--- src/rtl/pcu_pkg.sv ---
`timescale 1ns / 1ps

package pcu_pkg;

	// Packing codes of the chroma_mode register.
	localparam logic [1:0] MODE_8BIT = 2'd0;
	localparam logic [1:0] MODE_4BIT = 2'd1;
	localparam logic [1:0] MODE_5BIT = 2'd2;
	localparam logic [1:0] MODE_RESET = MODE_5BIT;

	// Register indexes on the configuration port.
	localparam int unsigned PADDR_W = 3;
	localparam logic REG_MODE = 1'b0;

	// Result queue depth in sample pairs.
	localparam int unsigned QDEPTH = 4;
	localparam int unsigned QPTR_W = $clog2(QDEPTH);
	localparam int unsigned QCNT_W = $clog2(QDEPTH + 1);

	// Control decoded once per item and shared by both lanes.
	typedef struct packed {
		logic clr;
		logic mode5;
		logic mode4;
		logic two;
		logic [3:0] sh0;
		logic [3:0] sh1;
		logic [2:0] rem;
	} pcu_ctl_t;

	typedef struct packed {
		logic [7:0] cb;
		logic [7:0] cr;
		logic last;
	} pcu_pair_t;

endpackage

--- src/rtl/pcu_if.sv ---
`timescale 1ns / 1ps

interface pcu_in_if;
	logic valid;
	logic ready;
	logic [7:0] cb_byte;
	logic [7:0] cr_byte;
	logic restart;

	modport source (output valid, output cb_byte, output cr_byte, output restart, input ready);
	modport sink (input valid, input cb_byte, input cr_byte, input restart, output ready);
endinterface

interface pcu_out_if;
	logic valid;
	logic ready;
	logic [7:0] cb_sample;
	logic [7:0] cr_sample;
	logic last;

	modport source (output valid, output cb_sample, output cr_sample, output last,
		input ready);
	modport sink (input valid, input cb_sample, input cr_sample, input last,
		output ready);
endinterface

--- src/rtl/packed_chroma_unpacker_top.sv ---
`timescale 1ns / 1ps
// Packed chroma unpacker.
// The ingress channel takes one request per packed byte pair: a Cb byte, the
// Cr byte at the same offset and a restart flag that marks a plane start.
// The egress channel delivers expanded (Cb, Cr) sample pairs; last is set on
// the final pair produced by a request. 8-bit mode gives one pair per
// request, 4-bit mode two, 5-bit mode one or two depending on how many
// leftover bits the previous byte left behind.
// chroma_mode is written over the APB port at byte address 0, and reads back
// there; the user must write it only while the block is idle, which the block
// itself does not enforce. An accepted request's pairs enter the result queue;
// with the queue empty, the first is on egress in the cycle after acceptance.
// Throughput is one pair per cycle while the egress receiver holds ready.
// A four-pair result queue lets the next request in while earlier pairs wait.
// Reset clears the leftover bits, the bit count and the queue, and sets
// chroma_mode to the 5-bit stream. When the receiver stalls, the queue fills
// and ingress ready drops once fewer than two slots are free.
module packed_chroma_unpacker_top (
	input  logic                        clk,
	input  logic                        arst_n,
	pcu_in_if.sink                      ingress,
	pcu_out_if.source                   egress,
	input  logic                        psel,
	input  logic                        penable,
	input  logic                        pwrite,
	input  logic [pcu_pkg::PADDR_W-1:0] paddr,
	input  logic [31:0]                 pwdata,
	output logic [31:0]                 prdata,
	output logic                        pready
);
	import pcu_pkg::*;

	logic       [1:0] mode_q;
	logic             reg_idx;
	logic             room;
	logic             push;
	pcu_ctl_t         ctl;
	logic       [7:0] cb0;
	logic       [7:0] cb1;
	logic       [7:0] cr0;
	logic       [7:0] cr1;

	// Configuration port: registers are one word apart, so bit 2 picks one.
	assign pready = 1'b1;
	assign reg_idx = paddr[2];
	assign prdata = (reg_idx == REG_MODE) ? {30'd0, mode_q} : 32'd0;

	always_ff @(posedge clk or negedge arst_n) begin
		if (!arst_n) begin
			mode_q <= MODE_RESET;
		end else if (psel && penable && pwrite && pready && reg_idx == REG_MODE) begin
			mode_q <= pwdata[1:0];
		end
	end

	// A request is taken whenever the result queue has room for two pairs.
	assign ingress.ready = room;
	assign push = ingress.valid && room;

	// Shared bit count and shift decode for both planes.
	pcu_ctrl u_ctrl (
		.clk     (clk),
		.arst_n  (arst_n),
		.mode    (mode_q),
		.restart (ingress.restart),
		.push    (push),
		.ctl     (ctl)
	);

	// One lane per chroma plane; each keeps its own leftover bits.
	pcu_lane u_lane_cb (
		.clk     (clk),
		.arst_n  (arst_n),
		.push    (push),
		.ctl     (ctl),
		.data    (ingress.cb_byte),
		.sample0 (cb0),
		.sample1 (cb1)
	);

	pcu_lane u_lane_cr (
		.clk     (clk),
		.arst_n  (arst_n),
		.push    (push),
		.ctl     (ctl),
		.data    (ingress.cr_byte),
		.sample0 (cr0),
		.sample1 (cr1)
	);

	// The merge stage pairs the lane samples, tags last, and queues them.
	pcu_merge u_merge (
		.clk    (clk),
		.arst_n (arst_n),
		.push   (push),
		.two    (ctl.two),
		.cb0    (cb0),
		.cb1    (cb1),
		.cr0    (cr0),
		.cr1    (cr1),
		.room   (room),
		.egress (egress)
	);

endmodule

--- src/rtl/pcu_ctrl.sv ---
`timescale 1ns / 1ps

module pcu_ctrl (
	input  logic             clk,
	input  logic             arst_n,
	input  logic [1:0]       mode,
	input  logic             restart,
	input  logic             push,
	output pcu_pkg::pcu_ctl_t ctl
);
	import pcu_pkg::*;

	logic [2:0] count_q;
	logic [2:0] count_eff;
	logic [3:0] n;
	logic [3:0] rem_w;

	// The bit count is shared by both planes since they advance in lockstep.
	always_comb begin
		count_eff = restart ? 3'd0 : count_q;
		n = {1'b0, count_eff} + 4'd8;
		ctl.clr = restart;
		ctl.mode5 = (mode == MODE_5BIT);
		ctl.mode4 = (mode == MODE_4BIT);
		ctl.sh0 = n - 4'd5;
		ctl.sh1 = n - 4'd10;
		if (ctl.mode5) begin
			ctl.two = (n >= 4'd10);
			rem_w = ctl.two ? (n - 4'd10) : (n - 4'd5);
		end else begin
			ctl.two = ctl.mode4;
			rem_w = 4'd0;
		end
		ctl.rem = rem_w[2:0];
	end

	always_ff @(posedge clk or negedge arst_n) begin
		if (!arst_n) begin
			count_q <= 3'd0;
		end else if (push) begin
			count_q <= ctl.rem;
		end
	end

endmodule

--- src/rtl/pcu_lane.sv ---
`timescale 1ns / 1ps

module pcu_lane (
	input  logic              clk,
	input  logic              arst_n,
	input  logic              push,
	input  pcu_pkg::pcu_ctl_t ctl,
	input  logic [7:0]        data,
	output logic [7:0]        sample0,
	output logic [7:0]        sample1
);
	import pcu_pkg::*;

	logic [3:0]  left_q;
	logic [3:0]  left_d;
	logic [11:0] acc;
	logic [11:0] sel0;
	logic [11:0] sel1;
	logic [5:0]  mask;

	always_comb begin
		acc = {(ctl.clr ? 4'd0 : left_q), data};
		sel0 = acc >> ctl.sh0;
		sel1 = acc >> ctl.sh1;
		mask = (6'd1 << ctl.rem) - 6'd1;
		if (ctl.mode5) begin
			sample0 = {sel0[4:0], 3'b000};
			sample1 = {sel1[4:0], 3'b000};
			left_d = acc[3:0] & mask[3:0];
		end else if (ctl.mode4) begin
			sample0 = {data[7:4], 4'b0000};
			sample1 = {data[3:0], 4'b0000};
			left_d = 4'd0;
		end else begin
			// 8-bit mode and the unused code both pass the byte through.
			sample0 = data;
			sample1 = data;
			left_d = 4'd0;
		end
	end

	always_ff @(posedge clk or negedge arst_n) begin
		if (!arst_n) begin
			left_q <= 4'd0;
		end else if (push) begin
			left_q <= left_d;
		end
	end

endmodule

--- src/rtl/pcu_merge.sv ---
`timescale 1ns / 1ps

module pcu_merge (
	input  logic       clk,
	input  logic       arst_n,
	input  logic       push,
	input  logic       two,
	input  logic [7:0] cb0,
	input  logic [7:0] cb1,
	input  logic [7:0] cr0,
	input  logic [7:0] cr1,
	output logic       room,
	pcu_out_if.source  egress
);
	import pcu_pkg::*;

	pcu_pair_t           q_q [QDEPTH];
	logic [QPTR_W-1:0]   wr_q;
	logic [QPTR_W-1:0]   rd_q;
	logic [QCNT_W-1:0]   cnt_q;
	logic                pop;
	logic [QCNT_W-1:0]   cnt_after_pop;
	logic [QPTR_W-1:0]   wr_next;
	pcu_pair_t           pair0;
	pcu_pair_t           pair1;

	always_comb begin
		pop = egress.valid && egress.ready;
		cnt_after_pop = cnt_q - {{(QCNT_W-1){1'b0}}, pop};
		// An item may bring two pairs, so two slots must be free.
		room = (cnt_after_pop <= QCNT_W'(QDEPTH - 2));
		wr_next = wr_q + 1'b1;
		pair0 = '{cb: cb0, cr: cr0, last: !two};
		pair1 = '{cb: cb1, cr: cr1, last: 1'b1};
		egress.valid = (cnt_q != '0);
		egress.cb_sample = q_q[rd_q].cb;
		egress.cr_sample = q_q[rd_q].cr;
		egress.last = q_q[rd_q].last;
	end

	always_ff @(posedge clk) begin
		if (push) begin
			q_q[wr_q] <= pair0;
			if (two) begin
				q_q[wr_next] <= pair1;
			end
		end
	end

	always_ff @(posedge clk or negedge arst_n) begin
		if (!arst_n) begin
			wr_q <= '0;
			rd_q <= '0;
			cnt_q <= '0;
		end else begin
			if (pop) begin
				rd_q <= rd_q + 1'b1;
			end
			if (push) begin
				wr_q <= wr_q + (two ? QPTR_W'(2) : QPTR_W'(1));
				cnt_q <= cnt_after_pop + (two ? QCNT_W'(2) : QCNT_W'(1));
			end else begin
				cnt_q <= cnt_after_pop;
			end
		end
	end

endmodule

--- src/flat_wrapper.sv ---
// flat-port wrapper written by rule: the top's interface ports become plain ports
module packed_chroma_unpacker_top_flat import pcu_pkg::*;
  (clk, arst_n, psel, penable, pwrite, paddr, pwdata, prdata, pready, ingress_valid, ingress_cb_byte, ingress_cr_byte, ingress_restart, ingress_ready, egress_valid, egress_cb_sample, egress_cr_sample, egress_last, egress_ready);
  pcu_in_if ingress_i ();
  pcu_out_if egress_i ();
  input  logic clk;
  input  logic arst_n;
  input  logic psel;
  input  logic penable;
  input  logic pwrite;
  input  logic [pcu_pkg::PADDR_W-1:0] paddr;
  input  logic [31:0] pwdata;
  output logic [31:0] prdata;
  output logic pready;
  input wire logic [$bits(ingress_i.valid)-1:0] ingress_valid;
  input wire logic [$bits(ingress_i.cb_byte)-1:0] ingress_cb_byte;
  input wire logic [$bits(ingress_i.cr_byte)-1:0] ingress_cr_byte;
  input wire logic [$bits(ingress_i.restart)-1:0] ingress_restart;
  output wire logic [$bits(ingress_i.ready)-1:0] ingress_ready;
  output wire logic [$bits(egress_i.valid)-1:0] egress_valid;
  output wire logic [$bits(egress_i.cb_sample)-1:0] egress_cb_sample;
  output wire logic [$bits(egress_i.cr_sample)-1:0] egress_cr_sample;
  output wire logic [$bits(egress_i.last)-1:0] egress_last;
  input wire logic [$bits(egress_i.ready)-1:0] egress_ready;
  assign ingress_i.valid = ingress_valid;
  assign ingress_i.cb_byte = ingress_cb_byte;
  assign ingress_i.cr_byte = ingress_cr_byte;
  assign ingress_i.restart = ingress_restart;
  assign ingress_ready = ingress_i.ready;
  assign egress_valid = egress_i.valid;
  assign egress_cb_sample = egress_i.cb_sample;
  assign egress_cr_sample = egress_i.cr_sample;
  assign egress_last = egress_i.last;
  assign egress_i.ready = egress_ready;
  packed_chroma_unpacker_top u_core (.clk(clk), .arst_n(arst_n), .ingress(ingress_i), .egress(egress_i), .psel(psel), .penable(penable), .pwrite(pwrite), .paddr(paddr), .pwdata(pwdata), .prdata(prdata), .pready(pready));
endmodule
--- config.mk ---
export PLATFORM = sky130hd
export DESIGN_NAME = packed_chroma_unpacker_top_flat
export DESIGN_NICKNAME = d
export VERILOG_FILES = /design/src/rtl/pcu_pkg.sv /design/src/rtl/pcu_if.sv /design/src/rtl/packed_chroma_unpacker_top.sv /design/src/rtl/pcu_ctrl.sv /design/src/rtl/pcu_lane.sv /design/src/rtl/pcu_merge.sv /design/src/flat_wrapper.sv
export SDC_FILE = /design/constraint.sdc
export NUM_CORES = 1
export LEC_CHECK = 0
export ABC_AREA = 1
export BUFFER_PORTS_ARGS = -buffer_cell sky130_fd_sc_hd__buf_2
export CORE_ASPECT_RATIO = 0.6
export CORE_UTILIZATION = 45
export DETAILED_ROUTE_END_ITERATION = 12
export MAX_ROUTING_LAYER = met4
export PLACE_DENSITY = 0.77
export SLEW_MARGIN = 20
export SYNTH_ARGS = -nofsm -noshare
export SYNTH_HDL_FRONTEND = slang
export SYNTH_HIERARCHICAL = 1
export SYNTH_SLANG_ARGS = --single-unit
--- constraint.sdc ---
create_clock -name clk -period 5.4 [get_ports clk]
set_input_delay 0.81 -clock clk [delete_from_list [all_inputs] [get_ports clk]]
set_output_delay 0.81 -clock clk [all_outputs]
set_load 0.005 [all_outputs]
==> impl_metrics.json <==
{
  "run_status": "completed",
  "drive_gt1_frac": 0.105,
  "min_period_over_period": 0.721,
  "fin_nets": 1112,
  "rows": 35,
  "max_stage_delay_ns": 0.77,
  "synthFlopType": "edfxtp_1",
  "layout_commonest_cell": "nand2_1",
  "ys_seq_area_frac": 0.353,
  "setup_tns_ns": 0,
  "avgRoutedWirePerCell_um": 15.9,
  "synth_compound_area_frac": 0.144,
  "numCtsBuffers": 9,
  "via_per_inst": 5.53,
  "drtIter0Drc": 932,
  "cp_top_family": "simple AND/OR/NAND/NOR gates",
  "grt_max_degree": 54,
  "cp_max_fo": 35,
  "route.detailed.drc": 0,
  "synthMuxAreaShare": 0,
  "grt_pass1_wl_mm": 31.9,
  "dieArea_sq_mm": 0.0163,
  "synth.distinct_cells": 41,
  "grt_usage": 0.260,
  "ys_warn_count": 6,
  "dpl_cell_area_sq_mm": 0.00716,
  "critPathRequiredTime_ns": 5.36,
  "min_path_type": "in2async",
  "final_cell_area_sq_mm": 0.00747,
  "synthTopCellsByArea": "edfxtp_1 27%, nand2_1 17%, nand3_1 7.1%",
  "p_per_area_mw_per_mm2": 454,
  "max_freq_mhz": 257,
  "p_total_mw": 3.39,
  "path_buf_inv": 4,
  "insertion_delay_ns": 0.34,
  "period_needed_ns": 3.90,
  "synth.cell_area_sq_mm": 0.00709,
  "clk_pin_slew_worst_paths_ns": 0.07,
  "ctsResizeCount": 0,
  "synth-simple-area-share": 0.331,
  "die_w_um": 164,
  "drv_slew": 0,
  "pin_count": 111,
  "synth_xor_area_frac": 0.00247,
  "gp_congestion": 0.936,
  "htreeDepth": 3,
  "skew_ns": 0.00779,
  "dr.pass1.iters": 6,
  "rsz0062_at_grt": "no",
  "overflow": 0,
  "die_y_um": 99.2,
  "setup_viol": 0,
  "antenna_found_initial": 0,
  "cts_buffer_depth": 2,
  "critical_path_arrival_ns": 3.85,
  "nFillCells": 1545,
  "clock-root-buffer": "clkbuf_16",
  "start_util": 0.461,
  "grt_pass1_vias": 6030,
  "cts_hold_buf": 0,
  "multiInputGateArea_sq_mm": 0.00367,
  "core-area_sq_mm": 0.0154,
  "async_flop_share": 0.227,
  "start_kind": "primary input",
  "drtAntennaViolNets": 0,
  "crit_path_end_kind": "register",
  "crit_chain": "buf_2 -> nor2_1 -> inv_1 -> ha_1 -> inv_1 -> a21oi_2 -> o21bai_2 -> nand2_1 -> inv_2 -> nand3_1 -> nand2_1",
  "synth_cells": 1034,
  "hold_viol": 0,
  "cts_tree": "built",
  "dp_cells": 1233,
  "cts.sinks": 88,
  "final_cell_mix": "328 x nand2_1, 100 x nand3_1, 97 x inv_1",
  "rr_startpoint": "u_core/u_merge/cnt_q[2]",
  "antennaDiodeCount": 0,
  "critPathLaunch": "ingress_restart",
  "crit_type": "in2reg",
  "leakage_nw": 3.52,
  "tightest_slew_ns": 1.02,
  "netlist.top_cell.by_area": "edfxtp_1",
  "dp_hpwl_mm": 13.8,
  "slowest_stage": "nand2_1",
  "synth_enable_flop_cells": 64,
  "postCtsSetupRepairBufs": 0,
  "synthDominantCellAreaShare": 0.271,
  "synthAdderAreaFrac": 0.0222,
  "io_buffer_count": 47,
  "final_cells": 1249,
  "slew_headroom": 0.317,
  "ys_ff_latch": 88,
  "dr_total_vias": 6905,
  "synth_top_family_by_area": "simple AND/OR/NAND/NOR gates",
  "ir_drop_mv": 0.298,
  "area_growth_pct": 5.40,
  "wirelength_mm": 19.8,
  "avgSynthCellArea_sq_um": 6.86,
  "seq_area_sq_mm": 0.00250,
  "drv_cap": 0
}
report_power, final:
| part | internal (mW) | leakage (nW) | switching (mW) |
|---|---|---|---|
| combinational | 0.515 | 2.49 | 1.18 |
| clock | 0.377 | 0.147 | 0.284 |
| sequential | 0.890 | 0.887 | 0.147 |
| total | 1.78 | 3.52 | 1.61 |
path summary, 6_finish.rpt:
path	to	slack, ns	cells past startpoint
min in group clk	u_core/u_merge/q_q[0][0]	0.48	2
worst min register to register	u_core/u_merge/q_q[0][0]	0.48	2
max in group asynchronous	u_core/mode_q[1]	4.58	1
worst max register to register	u_core/u_merge/q_q[0][3]	1.53	15
worst min-delay path	u_core/u_merge/rd_q[1]	0.45	1
worst max-delay path	u_core/u_merge/q_q[0][3]	1.50	11
area by class of cell:
cell class | instances | area share
Clock buffer | 10 | 0.0320
Sequential cell | 88 | 0.335
Inverter | 115 | 0.0578
Tap cell | 203 | 0.0340
Clock inverter | 6 | 0.00988
Multi-Input combinational cell | 771 | 0.491
Timing Repair Buffer | 56 | 0.0405
flip-flops by register name, summed over array words and instances (netlist names):
| register | count |
|---|---|
| u_core/u_merge/rd_q | 2 |
| u_core/u_lane_cr/left_q | 4 |
| u_core/u_merge/cnt_q | 3 |
| u_core/u_ctrl/count_q | 3 |
| u_core/u_lane_cb/left_q | 4 |
| u_core/mode_q | 2 |
| u_core/u_merge/wr_q | 2 |
| u_core/u_merge/q_q | 68 |
worst reg2reg max path, stage by stage, from the launching register on:
cell and delay, ns:
dfrtp_1 0.39, nor2_1 0.10, nand2_1 0.09, nand2_1 0.11, inv_1 0.05, ha_1 0.18, ha_1 0.30, inv_1 0.08
a22oi_1 0.25, nand2_1 0.08, inv_1 0.07, buf_4 0.27, nand2_1 0.11, inv_2 0.45, nand3_1 0.20, nand2_1 0.77
metrics by stage:
stage | hold slack [ns] | util | setup slack (ns)
after floorplan | 0.429 | - | 1.99
after global placement | 0.444 | 0.466 | 1.33
after detailed placement | 0.455 | 0.466 | 1.22
after CTS | 0.460 | 0.486 | 1.58
after global routing | 0.476 | 0.486 | 1.20
final | 0.449 | 0.486 | 1.50
layer usage:
metal  share of wire  up-vias  GRT usage
met2            0.41      380      0.364
met3            0.12       17     0.0575
met4          0.0080        0     0.0499
met1            0.46     3129      0.381
li1                -     3379          -
met5               0        -          -
synthesized netlist by cell type, types with 2 or more instances:
library cell,n
inv_1,97
o22ai_1,2
dfrtp_1,19
edfxtp_1,64
nor2_1,72
clkbuf_1,10
nand3_2,2
o211ai_1,35
buf_2,17
nor3_1,8
a31oi_1,4
xnor2_1,2
inv_2,16
nand2_1,328
nand3_1,100
nand2_2,2
buf_6,4
conb_1,2
o21ai_1,33
nand4_1,21
clkinv_1,2
nor2_2,3
nor2_4,4
buf_4,56
a21oi_1,22
and3_1,2
ha_1,11
dfxtp_1,4
nand2_4,4
o21ai_2,2
o21ai_0,69
o32ai_1,6
nand3b_1,3
logic make-up (layout without fill, tap and decap cells):
group | count (synthesis) | in the layout
AOI/OAI and AO/OA | 177 | 177
buffers and inverters | 204 | 187
and+or+nand+nor | 549 | 549
xor gates and xnor gates | 2 | 2
other | 2 | 31
adders and majority gates | 12 | 12
DFF | 88 | 88
(Power assumes the default switching activity.)
